File: src/hdl/bgfr_pkg.sv
// shared types and constants for the binary gps frame receiver
package bgfr_pkg;

   localparam int LEN_W   = 15;
   localparam int SUM_W   = 15;
   localparam int CKS_W   = 16;
   localparam int BYTE_W  = 8;
   localparam int STAT_W  = 2;
   localparam int TDATA_W = 72;

   localparam logic [BYTE_W-1:0] HDR1_BYTE = 8'hA0;
   localparam logic [BYTE_W-1:0] HDR2_BYTE = 8'hA2;
   localparam logic [BYTE_W-1:0] TR1_BYTE  = 8'hB0;
   localparam logic [BYTE_W-1:0] TR2_BYTE  = 8'hB3;
   localparam logic [LEN_W-1:0]  MAX_LEN_RESET = 15'd255;

   localparam logic [STAT_W-1:0] ST_GOOD        = 2'd0;
   localparam logic [STAT_W-1:0] ST_CKS_BAD     = 2'd1;
   localparam logic [STAT_W-1:0] ST_TOO_LONG    = 2'd2;
   localparam logic [STAT_W-1:0] ST_BAD_TRAILER = 2'd3;

   // bit positions inside rsp_tdata
   localparam int DATA_LSB  = 0;
   localparam int IDX_LSB   = DATA_LSB + BYTE_W;
   localparam int FLEN_LSB  = IDX_LSB + LEN_W;
   localparam int STAT_LSB  = FLEN_LSB + LEN_W;
   localparam int RCKS_LSB  = STAT_LSB + STAT_W;
   localparam int CCKS_LSB  = RCKS_LSB + CKS_W;
   localparam int PAD_LSB   = CCKS_LSB + SUM_W;

   typedef enum logic [8:0] {
      PH_HDR1 = 9'b000000001,
      PH_HDR2 = 9'b000000010,
      PH_LEN1 = 9'b000000100,
      PH_LEN2 = 9'b000001000,
      PH_DATA = 9'b000010000,
      PH_CK1  = 9'b000100000,
      PH_CK2  = 9'b001000000,
      PH_TR1  = 9'b010000000,
      PH_TR2  = 9'b100000000
   } phase_type;

   typedef struct packed {
      logic              frame_end;
      logic [BYTE_W-1:0] data_byte;
      logic [LEN_W-1:0]  byte_index;
      logic [LEN_W-1:0]  frame_len;
      logic [STAT_W-1:0] status;
      logic [CKS_W-1:0]  recv_checksum;
      logic [SUM_W-1:0]  calc_checksum;
   } result_type;

endpackage

File: src/hdl/bgfr_in_reg.sv
// input register stage for received bytes
module bgfr_in_reg (
   input  logic                      clock,
   input  logic                      reset,
   input  logic                      req_tvalid,
   output logic                      req_tready,
   input  logic [bgfr_pkg::BYTE_W-1:0] req_tdata,
   input  logic                      advance,
   output logic                      held_valid,
   output logic [bgfr_pkg::BYTE_W-1:0] held_byte
);
   import bgfr_pkg::*;

   logic              valid_ff;
   logic              valid_in;
   logic [BYTE_W-1:0] byte_ff;

   assign req_tready = !valid_ff || advance;
   assign valid_in   = req_tready ? req_tvalid : valid_ff;

   always_ff @(posedge clock) begin
      if (reset) begin
         valid_ff <= 1'b0;
      end else begin
         valid_ff <= valid_in;
      end
   end

   always_ff @(posedge clock) begin
      if (req_tready && req_tvalid) begin
         byte_ff <= req_tdata;
      end
   end

   assign held_valid = valid_ff;
   assign held_byte  = byte_ff;
endmodule

File: src/hdl/bgfr_deframer.sv
// frame state machine, payload sum and status decision
module bgfr_deframer (
   input  logic                         clock,
   input  logic                         reset,
   input  logic                         csr_wr_en,
   input  logic [bgfr_pkg::LEN_W-1:0]   csr_wr_data,
   input  logic                         advance,
   input  logic [bgfr_pkg::BYTE_W-1:0]  rx_byte,
   output logic                         res_valid,
   output bgfr_pkg::result_type         res
);
   import bgfr_pkg::*;

   phase_type        phase_ff, phase_in;
   logic [LEN_W-1:0] max_len_ff;
   logic [LEN_W-1:0] len_ff, len_in;
   logic [LEN_W-1:0] idx_ff, idx_in;
   logic [SUM_W-1:0] sum_ff, sum_in;
   logic [CKS_W-1:0] recv_ff, recv_in;
   logic             over_ff, over_in;
   logic             ok_ff, ok_in;
   logic [LEN_W-1:0] len_new;
   logic [LEN_W-1:0] idx_next;
   logic [CKS_W-1:0] recv_new;

   assign len_new  = {len_ff[LEN_W-1:BYTE_W], rx_byte};
   assign idx_next = idx_ff + 15'd1;
   assign recv_new = {recv_ff[CKS_W-1:BYTE_W], rx_byte};

   always_comb begin
      phase_in  = phase_ff;
      len_in    = len_ff;
      idx_in    = idx_ff;
      sum_in    = sum_ff;
      recv_in   = recv_ff;
      over_in   = over_ff;
      ok_in     = ok_ff;
      res_valid = 1'b0;
      res       = '0;
      res.frame_len = len_ff;
      unique case (phase_ff)
         PH_HDR1: begin
            if (rx_byte == HDR1_BYTE) begin
               phase_in = PH_HDR2;
            end
         end
         PH_HDR2: begin
            phase_in = (rx_byte == HDR2_BYTE) ? PH_LEN1 : PH_HDR1;
         end
         PH_LEN1: begin
            len_in   = {rx_byte[6:0], 8'd0};
            phase_in = PH_LEN2;
         end
         PH_LEN2: begin
            len_in   = len_new;
            idx_in   = '0;
            sum_in   = '0;
            over_in  = (len_new > max_len_ff);
            phase_in = (len_new == '0) ? PH_CK1 : PH_DATA;
         end
         PH_DATA: begin
            if (!over_ff) begin
               res_valid      = 1'b1;
               res.data_byte  = rx_byte;
               res.byte_index = idx_ff;
               sum_in         = sum_ff + {7'd0, rx_byte};
            end
            idx_in = idx_next;
            if (idx_next == len_ff) begin
               phase_in = PH_CK1;
            end
         end
         PH_CK1: begin
            recv_in  = {rx_byte, 8'd0};
            phase_in = PH_CK2;
         end
         PH_CK2: begin
            recv_in  = recv_new;
            ok_in    = (recv_new == {1'b0, sum_ff});
            phase_in = PH_TR1;
         end
         PH_TR1: begin
            if (rx_byte == TR1_BYTE) begin
               phase_in = PH_TR2;
            end else begin
               res_valid         = 1'b1;
               res.frame_end     = 1'b1;
               res.status        = ST_BAD_TRAILER;
               res.recv_checksum = recv_ff;
               res.calc_checksum = sum_ff;
               phase_in          = PH_HDR1;
            end
         end
         PH_TR2: begin
            res_valid         = 1'b1;
            res.frame_end     = 1'b1;
            res.recv_checksum = recv_ff;
            res.calc_checksum = sum_ff;
            if (rx_byte != TR2_BYTE) begin
               res.status = ST_BAD_TRAILER;
            end else if (over_ff) begin
               res.status = ST_TOO_LONG;
            end else begin
               res.status = ok_ff ? ST_GOOD : ST_CKS_BAD;
            end
            phase_in = PH_HDR1;
         end
         default: begin
            phase_in = PH_HDR1;
         end
      endcase
   end

   always_ff @(posedge clock) begin
      if (reset) begin
         phase_ff   <= PH_HDR1;
         max_len_ff <= MAX_LEN_RESET;
         len_ff     <= '0;
         idx_ff     <= '0;
         sum_ff     <= '0;
         recv_ff    <= '0;
         over_ff    <= 1'b0;
         ok_ff      <= 1'b0;
      end else begin
         if (csr_wr_en) begin
            max_len_ff <= csr_wr_data;
         end
         if (advance) begin
            phase_ff <= phase_in;
            len_ff   <= len_in;
            idx_ff   <= idx_in;
            sum_ff   <= sum_in;
            recv_ff  <= recv_in;
            over_ff  <= over_in;
            ok_ff    <= ok_in;
         end
      end
   end
endmodule

File: src/hdl/bgfr_out_reg.sv
// result register and packing onto the output stream
module bgfr_out_reg (
   input  logic                          clock,
   input  logic                          reset,
   input  logic                          load,
   input  bgfr_pkg::result_type          res,
   output logic                          free,
   output logic                          rsp_tvalid,
   input  logic                          rsp_tready,
   output logic [bgfr_pkg::TDATA_W-1:0]  rsp_tdata,
   output logic                          rsp_tuser
);
   import bgfr_pkg::*;

   logic       valid_ff;
   logic       valid_in;
   result_type res_ff;

   assign free     = !valid_ff || rsp_tready;
   assign valid_in = free ? load : valid_ff;

   always_ff @(posedge clock) begin
      if (reset) begin
         valid_ff <= 1'b0;
      end else begin
         valid_ff <= valid_in;
      end
   end

   always_ff @(posedge clock) begin
      if (free && load) begin
         res_ff <= res;
      end
   end

   assign rsp_tvalid = valid_ff;
   assign rsp_tuser  = res_ff.frame_end;
   assign rsp_tdata  = {1'b0, res_ff.calc_checksum, res_ff.recv_checksum, res_ff.status,
                        res_ff.frame_len, res_ff.byte_index, res_ff.data_byte};
endmodule

File: src/hdl/binary_gps_frame_receiver.sv
// top level of the binary gps frame receiver
// Received bytes enter on the req_ stream, one item per byte; req_tdata holds
// the byte. The block hunts for header A0 A2, reads a 15-bit length, the
// payload, a 16-bit checksum and the B0 B3 trailer.
// Each payload byte leaves on the rsp_ stream with rsp_tuser low; at the end
// of a frame one item with rsp_tuser high carries the status (good, checksum
// mismatch, too long, bad trailer). Oversize payloads are never delivered.
// csr_wr_en writes the largest accepted payload length (255 after reset).
// Each accepted byte waits in the input register, then its result sits in
// the result register until it is taken.
// Throughput: one byte per cycle while the output is not stalled, set by
// the state update between the two registers.
// Reset empties both registers and returns the hunt to the first header byte.
// While rsp_tready is low the result holds; the input register still takes
// one more byte, then req_tready falls until the result is taken.
module binary_gps_frame_receiver (
   input  logic                          clock,
   input  logic                          reset,
   input  logic                          req_tvalid,
   output logic                          req_tready,
   input  logic [bgfr_pkg::BYTE_W-1:0]   req_tdata,   // rx_byte
   output logic                          rsp_tvalid,
   input  logic                          rsp_tready,
   // data_byte, byte_index, frame_len, status, recv_checksum, calc_checksum, zero
   output logic [bgfr_pkg::TDATA_W-1:0]  rsp_tdata,
   output logic                          rsp_tuser,   // frame_end
   input  logic                          csr_wr_en,
   input  logic [bgfr_pkg::LEN_W-1:0]    csr_wr_data
);
   import bgfr_pkg::*;

   logic              held_valid;
   logic [BYTE_W-1:0] held_byte;
   logic              out_free;
   logic              advance;
   logic              res_valid;
   result_type        res;

   assign advance = held_valid && out_free;

   bgfr_in_reg u_in_reg (
      .clock      (clock),
      .reset      (reset),
      .req_tvalid (req_tvalid),
      .req_tready (req_tready),
      .req_tdata  (req_tdata),
      .advance    (advance),
      .held_valid (held_valid),
      .held_byte  (held_byte)
   );

   bgfr_deframer u_deframer (
      .clock       (clock),
      .reset       (reset),
      .csr_wr_en   (csr_wr_en),
      .csr_wr_data (csr_wr_data),
      .advance     (advance),
      .rx_byte     (held_byte),
      .res_valid   (res_valid),
      .res         (res)
   );

   bgfr_out_reg u_out_reg (
      .clock      (clock),
      .reset      (reset),
      .load       (advance && res_valid),
      .res        (res),
      .free       (out_free),
      .rsp_tvalid (rsp_tvalid),
      .rsp_tready (rsp_tready),
      .rsp_tdata  (rsp_tdata),
      .rsp_tuser  (rsp_tuser)
   );
endmodule

File: config.mk
export PLATFORM = sky130hd
export DESIGN_NAME = binary_gps_frame_receiver
export DESIGN_NICKNAME = d
export VERILOG_FILES = /design/src/hdl/bgfr_pkg.sv /design/src/hdl/bgfr_in_reg.sv /design/src/hdl/bgfr_deframer.sv /design/src/hdl/bgfr_out_reg.sv /design/src/hdl/binary_gps_frame_receiver.sv
export SDC_FILE = /design/constraint.sdc
export NUM_CORES = 1
export LEC_CHECK = 0
export BUFFER_PORTS_ARGS = -buffer_cell sky130_fd_sc_hd__buf_2
export CAP_MARGIN = 5
export CORE_AREA = 2 2 141 116
export CTS_CLUSTER_SIZE = 12
export DETAILED_ROUTE_END_ITERATION = 7
export DIE_AREA = 0 0 143 118
export PLACE_DENSITY = 0.77
export SETUP_SLACK_MARGIN = 0.2
export SYNTH_ARGS = -nofsm -noshare
export SYNTH_HDL_FRONTEND = slang
export SYNTH_SLANG_ARGS = --single-unit
File: constraint.sdc
create_clock -name clock -period 3.52 [get_ports clock]
set_input_delay 0.352 -clock clock [delete_from_list [all_inputs] [get_ports clock]]
set_output_delay 0.352 -clock clock [all_outputs]
set_load 0.01 [all_outputs]
[Word-level counts from Yosys, hierarchy flattened]
Cells that the tools add are included.
Operators by class
  add/subtract/negate cells: 2
  multiply operators: 0
  divide/modulo/power cells: 0
  $lt $le $gt $ge: 1
  eq/ne operators: 18
  shift-type cells: 0
  muxes and demuxes: 20
  bitwise logic cells: 3
  reductions and logical operators: 22
Operators with widths (number)
  15-bit case mux with 2 select lines: 3
  9-bit case mux with 8 select lines: 1
  33-bit case mux with 2 select lines: 1
  33-bit two-way mux: 1
  16-bit case mux with 2 select lines: 1
  9-bit two-way mux: 3
  8-bit equality test, second input constant: 3
  16-bit by 15-bit equality test with 1-bit output: 1
  15-bit by 1-bit adder with 15-bit output, second input constant: 1
  15-bit by 8-bit adder with 15-bit output: 1
  15-bit equality test: 1
  15-bit > comparator: 1
  15-bit zero test: 1
  15-bit two-way mux: 1
  3-bit AND reduction: 4
  2-bit AND reduction: 5
  9-bit by 1-bit equality test with 1-bit output, second input constant: 1
  9-bit by 2-bit equality test with 1-bit output, second input constant: 1
  9-bit by 3-bit equality test with 1-bit output, second input constant: 1
  9-bit by 4-bit equality test with 1-bit output, second input constant: 1
  9-bit by 5-bit equality test with 1-bit output, second input constant: 1
  9-bit by 6-bit equality test with 1-bit output, second input constant: 1
  9-bit by 7-bit equality test with 1-bit output, second input constant: 1
  9-bit by 8-bit equality test with 1-bit output, second input constant: 1
  16 further kinds: 29
Storage, ports and cells
  register bits: 169
  latch bits: 0
  RAM bits: 0
  bits in read-only memories: 0
  output and inout port bits: 75
  logic and storage cells: 86
  memories kept: 0

[Logic depth before layout (Yosys ltp)]
Gate-level depths: netlist of the first run.
  depth in word-level cells: 5
  gate-level depth with buffers: 10
  depth with buffers taken out: 9

[Modules after synthesis]
A second synthesis of the first run with hierarchy kept.
Second synthesis, totals
  cell total of the unflattened synthesis: 778
  area total of the unflattened synthesis: 7931.4 um2
By module, submodules not included
  bgfr_deframer: times used 1, cells each 684, area an instance 5395.2 um2, seq. area each 1741.7 um2
  bgfr_out_reg: times used 1, cells each 79, area an instance 2228.4 um2, seq. area each 2182.1 um2
  bgfr_in_reg: times used 1, cells each 13, area an instance 295.3 um2, seq. area each 260.2 um2
  binary_gps_frame_receiver: times used 1, cells each 2, area an instance 12.5 um2, seq. area each 0.0 um2

[Least setup slack after synthesis of the first run]
Ideal clock, no wire load.
  path kind: reg2reg
  from: register u_in_reg.byte_ff[1], in the netlist u_in_reg.held_byte[1]
  to: register u_out_reg.res_ff, in the netlist u_out_reg.rsp_tdata[0] (enable)
  setup time: 0.575 ns
  arrival time: 2.721 ns
  data required time: 2.945 ns
  path slack: 0.224 ns
  stages on the path, launching flop included: 7
  period minus slack after synthesis: 3.296 ns
  cell sequence: edfxtp_1 -> or4bb_1 -> nor3_1 -> nor3b_1 -> o211a_1 -> o21ai_0 -> inv_1
On the way
  longest elaborated chain between the ends: 5
Ends and longest elaborated chain
  from (decl): RTL line bgfr_in_reg.sv:16  | logic [BYTE_W-1:0] byte_ff;
  from (signal assigned): RTL line bgfr_in_reg.sv:31  | byte_ff <= req_tdata;
  8-bit equality test: RTL line bgfr_deframer.sv:83  | if (rx_byte == TR1_BYTE) begin
  1-bit two-way mux: RTL line bgfr_deframer.sv:83
  1-bit case mux with 3 select lines: RTL line bgfr_deframer.sv:41  | unique case (phase_ff)
  1-bit logical AND: RTL line binary_gps_frame_receiver.sv:66  | .load (advance && res_valid),
  1-bit logical AND: RTL line bgfr_out_reg.sv:31  | if (free && load) begin
  to (signal assigned): RTL line bgfr_out_reg.sv:32  | res_ff <= res;
  to (decl): RTL line bgfr_out_reg.sv:17  | result_type res_ff;
No other way between the ends.
A chain may end at the register's enable or synchronous reset.

[Final worst setup path of the first run]
  from: register u_in_reg.byte_ff[6], in the netlist u_in_reg.held_byte[6]
  to: register u_out_reg.res_ff, in the netlist u_out_reg.rsp_tdata[25] (enable)
The elaborated chain is that of the path after synthesis.

==> impl_metrics.toml, run 1 <==
[run_status]
outcome = "finished, final reports clean"

[global_routing]
grt_use_total_pct = 21.5
grt_max_degree = 60
grt_pass1_wl_um = 28300
antenna_found_initial = 0
grt-ovfl-total = 0
grt_pass1_vias = 5289

[power_and_ir_drop]
vdd_drop_max_v = 0.000356
totalPowerFinal_uw = 4010
power_density_mw_per_mm2 = 439
cellLeakagePower_uw = 0.00347

[clocking]
clk_path_buf_depth = 2
clock-sinks = 169
cts_tree = "done"
clk_latency_ns = 0.43
postCtsHoldBufs = 0
cts_resized = 0
clk_pin_slew_ns = 0.06
cts_root_buf = "clkbuf_16"
cts_setup_buffers = 0
cts_buffers = 17
htreeDepth = 4

[finish]
drive_above_1_share_pct = 18.1
syn2layout_area_growth_pct = 16.0
nNetsFinal = 911
diodes = 0

[place]
place_congestion = 0.902
dpl.hpwl_um = 12200
io_buffers = 101
dp_slack_ns = 0.687

[logic_synthesis]
synthArstFlopShare_pct = 0
synthTopCellsByArea = "edfxtp_1 (31%), dfxtp_1 (23%), and2_1 (4.8%)"
synth-seq-cells = 169
yosys.area.top_type = "edfxtp_1"
synth_area_sq_mm = 0.00787
synth_cell_types = 66
netlist.area_leader.share_pct = 30.5
syn_nets = 813
synth_warnings = 0
synth_ff_type = "dfxtp_1"
ys_seq_area_share_pct = 53.1
synthCells = 760
syn-mean-instance-area_sq_um = 10.4
synth_edf_count = 80

[setup_path]
crit_fanout = 59
worstSetupEndpointType = "flip-flop"
max_stage_delay_ns = 0.57
cp-start-kind = "flip-flop"
crit_type = "reg -> reg"
slowest_stage = "edfxtp_1"
worstReg2RegStart = "u_in_reg.held_byte[6]$_DFFE_PP_"
worstPathCellList = "or4bb_1 > nor3_1 > nor3b_1 > o211a_1 > o21ai_0 > inv_2 > buf_12"
regToRegSetupSlack_ns = 0.60
r2r-end = "u_out_reg.rsp_tdata[25]$_DFFE_PP_"
worst-r2r-cell-count = 7
worstPathRequired_ns = 3.66
worst_ep_arrival_time_ns = 3.07

[sta]
setup_ws_ns = 0.595
finalSetupViolations = 0
fin_hold_ws_ns = 0.106
final.setup.tns_ns = 0
hold_viol = 0
post-route-period-util_pct = 83.1
rsz0062_at_grt = "false"
fin_crit_ns = 2.92
max_slew.worst_pin.slew_ns = 0.840
final-max-slew-violation-count = 0
finClkSkew_ns = 0.00632
max_freq_mhz = 342
relSlewSlack_pct = 44.0

[drt]
post-route-drc-count = 0
vias = 5888
drt_iter0_drc = 444
wl_um = 17900
avgRoutedWirePerCell_um = 16.5
post_drt_via_cell_ratio = 5.42
dr.pass1.iters = 5
route.antenna.remaining_nets = 0

[die]
core_area_sq_mm = 0.0154
row_count = 41
die_w_um = 143
chipHeight_um = 118
start_util_pct = 51.0
dieArea_sq_mm = 0.0169
num_io_pins = 103

[job]
drv_cap = 0

[min_path]
hp-class = "in -> reg"
hold_path_end = "u_in_reg.held_byte[4]$_DFFE_PP_"
hold_depth = 1
hp-start = "req_tdata[4]"
per-layer routing:
metal / share of wire (%) / wire [um] / vias to the layer above / track usage (%)
met5: 0 / 0 / - / 0
met4: 1.4 / 257 / 0 / 6.25
met3: 6.2 / 1110 / 24 / 4.60
met2: 42 / 7590 / 216 / 30.4
met1: 50 / 8950 / 2746 / 33.0
li1: - / - / 2902 / -
stage by stage:
| step | utilization [%] | instances | cell area, sq um |
|---|---|---|---|
| after floorplan | - | 760 | 7870 |
| after global placement | 55.5 | 1054 | 8570 |
| after detailed placement | 55.5 | 1054 | 8570 |
| after CTS | 59.1 | 1086 | 9130 |
| after global routing | 59.1 | 1086 | 9130 |
| final | 59.1 | 1086 | 9130 |
flip-flops by register name, summed over array words and instances, names as in the netlist, 8 cells and up:
signal and cells:
u_deframer.phase_ff 9, u_in_reg.held_byte 8, u_deframer.max_len_ff 15, u_deframer.recv_ff 16, u_out_reg.rsp_tdata 71, u_deframer.idx_ff 15
u_deframer.sum_ff 15, u_deframer.len_ff 15
cell families after synthesis:
logic type / count (synthesis) / synth area share (%)
and+or+nand+nor: 304 / 20.3
xor gates and xnor gates: 39 / 4.34
adders and majority gates: 25 / 4.07
buffers and inverters: 62 / 3.83
other: 1 / 0.0476
muxes: 28 / 3.70
DFF: 169 / 53.1
AOI/OAI and AO/OA: 132 / 10.6
worst max-delay path by stage:
stage / start / endpoint / depth (start not counted)
after floorplan: u_in_reg.held_byte[1]$_DFFE_PP_ / u_out_reg.rsp_tdata[0]$_SDFFCE_PN0P_ / 6
after global placement: u_in_reg.held_byte[6]$_DFFE_PP_ / u_out_reg.rsp_tdata[51]$_DFFE_PP_ / 7
after detailed placement: u_in_reg.held_byte[6]$_DFFE_PP_ / u_out_reg.rsp_tdata[67]$_DFFE_PP_ / 7
after CTS: u_in_reg.held_byte[6]$_DFFE_PP_ / u_out_reg.rsp_tdata[40]$_DFFE_PP_ / 7
after global routing: u_in_reg.held_byte[6]$_DFFE_PP_ / u_out_reg.rsp_tdata[25]$_DFFE_PP_ / 7
final: u_in_reg.held_byte[6]$_DFFE_PP_ / u_out_reg.rsp_tdata[25]$_DFFE_PP_ / 7
cells in the final DEF, fill, tap and decap left out, types with 5 or more instances in the layout:
| cell | synthesis | layout |
|---|---|---|
| nand3b_1 | 8 | 8 |
| nand2_1 | 55 | 55 |
| nand4b_1 | 5 | 5 |
| buf_4 | 1 | 15 |
| nor3_1 | 15 | 15 |
| buf_2 | 3 | 101 |
| o21a_1 | 9 | 9 |
| or3_1 | 5 | 5 |
| inv_1 | 24 | 23 |
| ha_1 | 24 | 24 |
| a21oi_1 | 54 | 54 |
| a22oi_1 | 5 | 5 |
| a21o_1 | 9 | 9 |
| nand3_1 | 31 | 31 |
| nor2_1 | 74 | 74 |
| and2_1 | 61 | 61 |
| nor4_1 | 12 | 12 |
| clkbuf_16 | 0 | 17 |
| edfxtp_1 | 80 | 80 |
| dfxtp_1 | 89 | 89 |
| nand4_1 | 9 | 9 |
| o21ai_0 | 22 | 22 |
| xnor2_1 | 22 | 22 |
| mux2i_1 | 25 | 25 |
| o211ai_1 | 10 | 10 |
| xor2_1 | 17 | 17 |
worst max-delay path, delay by kind of cell, from the launching register on:
| family | cells | cell delay [ns] |
|---|---|---|
| and+or+nand+nor | 3 | 1.02 |
| DFF | 1 | 0.57 |
| AOI/OAI and AO/OA | 2 | 0.52 |
| buffers and inverters | 2 | 0.47 |
power breakdown:
group	internal, uW	switching, uW
Combinational	60.7	100
Clock	999	769
Sequential	2060	17.2
Yosys cell counts, types with 9 or more instances:
master / n
nand4_1: 9
xor2_1: 17
nor4_1: 12
and2_1: 61
a21oi_1: 54
o21a_1: 9
a21o_1: 9
o211ai_1: 10
ha_1: 24
nand2_1: 55
o21ai_0: 22
inv_1: 24
xnor2_1: 22
nor3_1: 15
clkbuf_1: 26
nand3_1: 31
dfxtp_1: 89
nor2_1: 74
edfxtp_1: 80
mux2i_1: 25
final cells by class:
cell class                      count  area [sq um]
Clock inverter                     12           116
Inverter                           24          90.1
Sequential cell                   169          4180
Timing Repair Buffer              117           638
Clock buffer                       20           447
Tap cell                          215           269
Fill cell                        1308          6310
Multi-Input combinational cell    529          3390
Note: power is estimated with default switching activity, not from simulation.
==> run 2: changes to the inputs <==
--- a/config.mk
+++ b/config.mk
@@ -7,11 +7,11 @@
 export LEC_CHECK = 0
 export BUFFER_PORTS_ARGS = -buffer_cell sky130_fd_sc_hd__buf_2
 export CAP_MARGIN = 5
-export CORE_AREA = 2 2 141 116
+export CORE_AREA = 2 2 134 110
 export CTS_CLUSTER_SIZE = 12
 export DETAILED_ROUTE_END_ITERATION = 7
-export DIE_AREA = 0 0 143 118
-export PLACE_DENSITY = 0.77
+export DIE_AREA = 0 0 136 112
+export PLACE_DENSITY = 0.81
 export SETUP_SLACK_MARGIN = 0.2
 export SYNTH_ARGS = -nofsm -noshare
 export SYNTH_HDL_FRONTEND = slang
==> constraint.sdc (replaced) <==
create_clock -name clock -period 2.8 [get_ports clock]
set_input_delay 0.28 -clock clock [delete_from_list [all_inputs] [get_ports clock]]
set_output_delay 0.28 -clock clock [all_outputs]
set_load 0.01 [all_outputs]
==> run 2 against run 1 <==
  * First-iteration DRC count is 32% higher
  * Sequential power up 25%
  * Combinational power up 40%
  * Design area is 1.2% higher
  * Global-route usage grew 2.7 points
  * Hold slack worse by 0.074 ns
  * Register-to-register slack got worse by 0.34 ns
  * Largest cell class unchanged
==> impl_metrics.toml, run 2 (synthesis gave the netlist of run 1 again) <==
[run_status]
outcome = "finished, final reports clean"

[setup_path]
cp.depth = 6
startpoint = "u_in_reg.held_byte[6]$_DFFE_PP_"
worst_ep_arrival_time_ns = 2.86
crit_type = "reg -> reg"
worstSetupEndpointType = "flip-flop"
r2r-end = "u_deframer.phase_ff[4]$_SDFFE_PP0P_"
worstPathRequired_ns = 3.12
critPathTopFamily = "compound AO/OA/AOI/OAI gates"
cp-start-kind = "flip-flop"
critPathBufInv = 0
crit_end = "u_deframer.phase_ff[4]$_SDFFE_PP0P_"
regToRegSetupSlack_ns = 0.25
worstReg2RegStart = "u_in_reg.held_byte[6]$_DFFE_PP_"
slowest_stage = "or4bb_4"
worst-r2r-cell-count = 6
crit_fanout = 4
worstPathCellList = "or4bb_4 > o21a_1 > a21o_1 > a211o_1 > o41ai_4 > mux2_4"
max_stage_delay_ns = 0.57

[clocking]
cts_tree = "done"
htreeDepth = 4
cts_buffers = 17
postCtsHoldBufs = 0
clk_pin_slew_ns = 0.06
clk_path_buf_depth = 2
clk_latency_ns = 0.43
clock-sinks = 169
cts_root_buf = "clkbuf_16"

[power_and_ir_drop]
totalPowerFinal_uw = 5090
cellLeakagePower_uw = 0.00353
vdd_drop_max_v = 0.000544
power_density_mw_per_mm2 = 551

[drt]
drt_iter0_drc = 588
route.antenna.remaining_nets = 0
post_drt_via_cell_ratio = 5.67
dr.pass1.iters = 5
wl_um = 17900
post-route-drc-count = 0
avgRoutedWirePerCell_um = 16.8
vias = 6055

[global_routing]
grt_use_total_pct = 24.2
grt_pass1_wl_um = 28500
grt-ovfl-total = 0
grt_pass1_vias = 5710
grt_max_degree = 52
antenna_found_initial = 0

[die]
chipHeight_um = 112
die_w_um = 136
dieArea_sq_mm = 0.0152
core_area_sq_mm = 0.0140
start_util_pct = 56.4
row_count = 39
num_io_pins = 103

[finish]
diodes = 0
final_common_cell = "buf_2"
largest_register_ffs = 71
most-common-layout-cells = "buf_2 (101), dfxtp_1 (84), edfxtp_1 (80)"
drive_above_1_share_pct = 20.7
syn2layout_area_growth_pct = 17.3
nNetsFinal = 924

[sta]
fin_crit_ns = 2.55
rsz0062_at_grt = "true"
max_slew.worst_pin.slew_ns = 0.687
fin_hold_ws_ns = 0.0318
finalSetupViolations = 0
final-max-slew-violation-count = 0
hold_viol = 0
finClkSkew_ns = 0.0141
post-route-period-util_pct = 90.9
max_freq_mhz = 393
relSlewSlack_pct = 53.5

[job]
drv_cap = 0

[min_path]
hp-class = "in -> reg"

[place]
dpl.hpwl_um = 12200
place_congestion = 0.911
io_buffers = 101
-- run 2: cell count changes in the layout (fill, tap and decap cells not counted), sizes merged --
cell,delta
inv,+1
buf,+13
clkinv,-1
-- run 2: layout make-up --
type / count / area [sq um]
multi-input cells: 529 / 3430
inverters: 24 / 93.8
fillers: 1091 / 4720
clock buffers: 20 / 458
clock inverters: 12 / 114
flip-flops and latches: 169 / 4190
repair buffers: 130 / 723
well taps: 184 / 230
-- run 2: worst min path at each step --
stage,from,end,slack [ns],cells past startpoint
3_5_place_dp,u_deframer.ok_ff$_SDFFE_PP0P_,u_deframer.ok_ff$_SDFFE_PP0P_,0.45,2
2_1_floorplan,req_tdata[0],u_in_reg.held_byte[0]$_DFFE_PP_,0.38,0
5_1_grt,req_tdata[0],u_in_reg.held_byte[0]$_DFFE_PP_,0.02,1
3_3_place_gp,u_deframer.ok_ff$_SDFFE_PP0P_,u_deframer.ok_ff$_SDFFE_PP0P_,0.45,2
6_report,req_tdata[5],u_in_reg.held_byte[5]$_DFFE_PP_,0.03,1
4_1_cts,req_tdata[5],u_in_reg.held_byte[5]$_DFFE_PP_,0.02,1
-- run 2: metal layers --
metal	part of all wire [%]	track usage, %	vias up
met2	45	37.2	252
li1	-	-	2931
met4	1.9	8.68	0
met5	0	0	-
met3	7.7	5.56	35
met1	45	33.7	2837
-- run 2: metrics by stage --
step	instance area (sq um)	std cells	worst slack [ns]	setup TNS, ns	utilization, %
3_3_place_gp	8610	1034	0.213	0	61.7
6_report	9240	1068	0.254	0	66.2
5_1_grt	9240	1068	0.179	0	66.2
3_5_place_dp	8610	1034	0.0877	0	61.7
2_1_floorplan	7890	760	-0.450	-32.41	-
4_1_cts	9190	1066	0.194	0	65.8
-- run 2: where the power goes --
group | switching (uW) | internal [uW]
Clock | 975 | 1290
Sequential | 12.0 | 2590
Combinational | 140 | 84.1
Total | 1130 | 3960
-- run 2: repair_timing --
item                                   4_1_cts  5_1_grt
gates resized for setup                      2       13
gates cloned                                 0        0
endpoints found under the hold margin        0        0
setup endpoints to repair                    4       60
setup buffers                                0        2
pin swaps                                    0        3
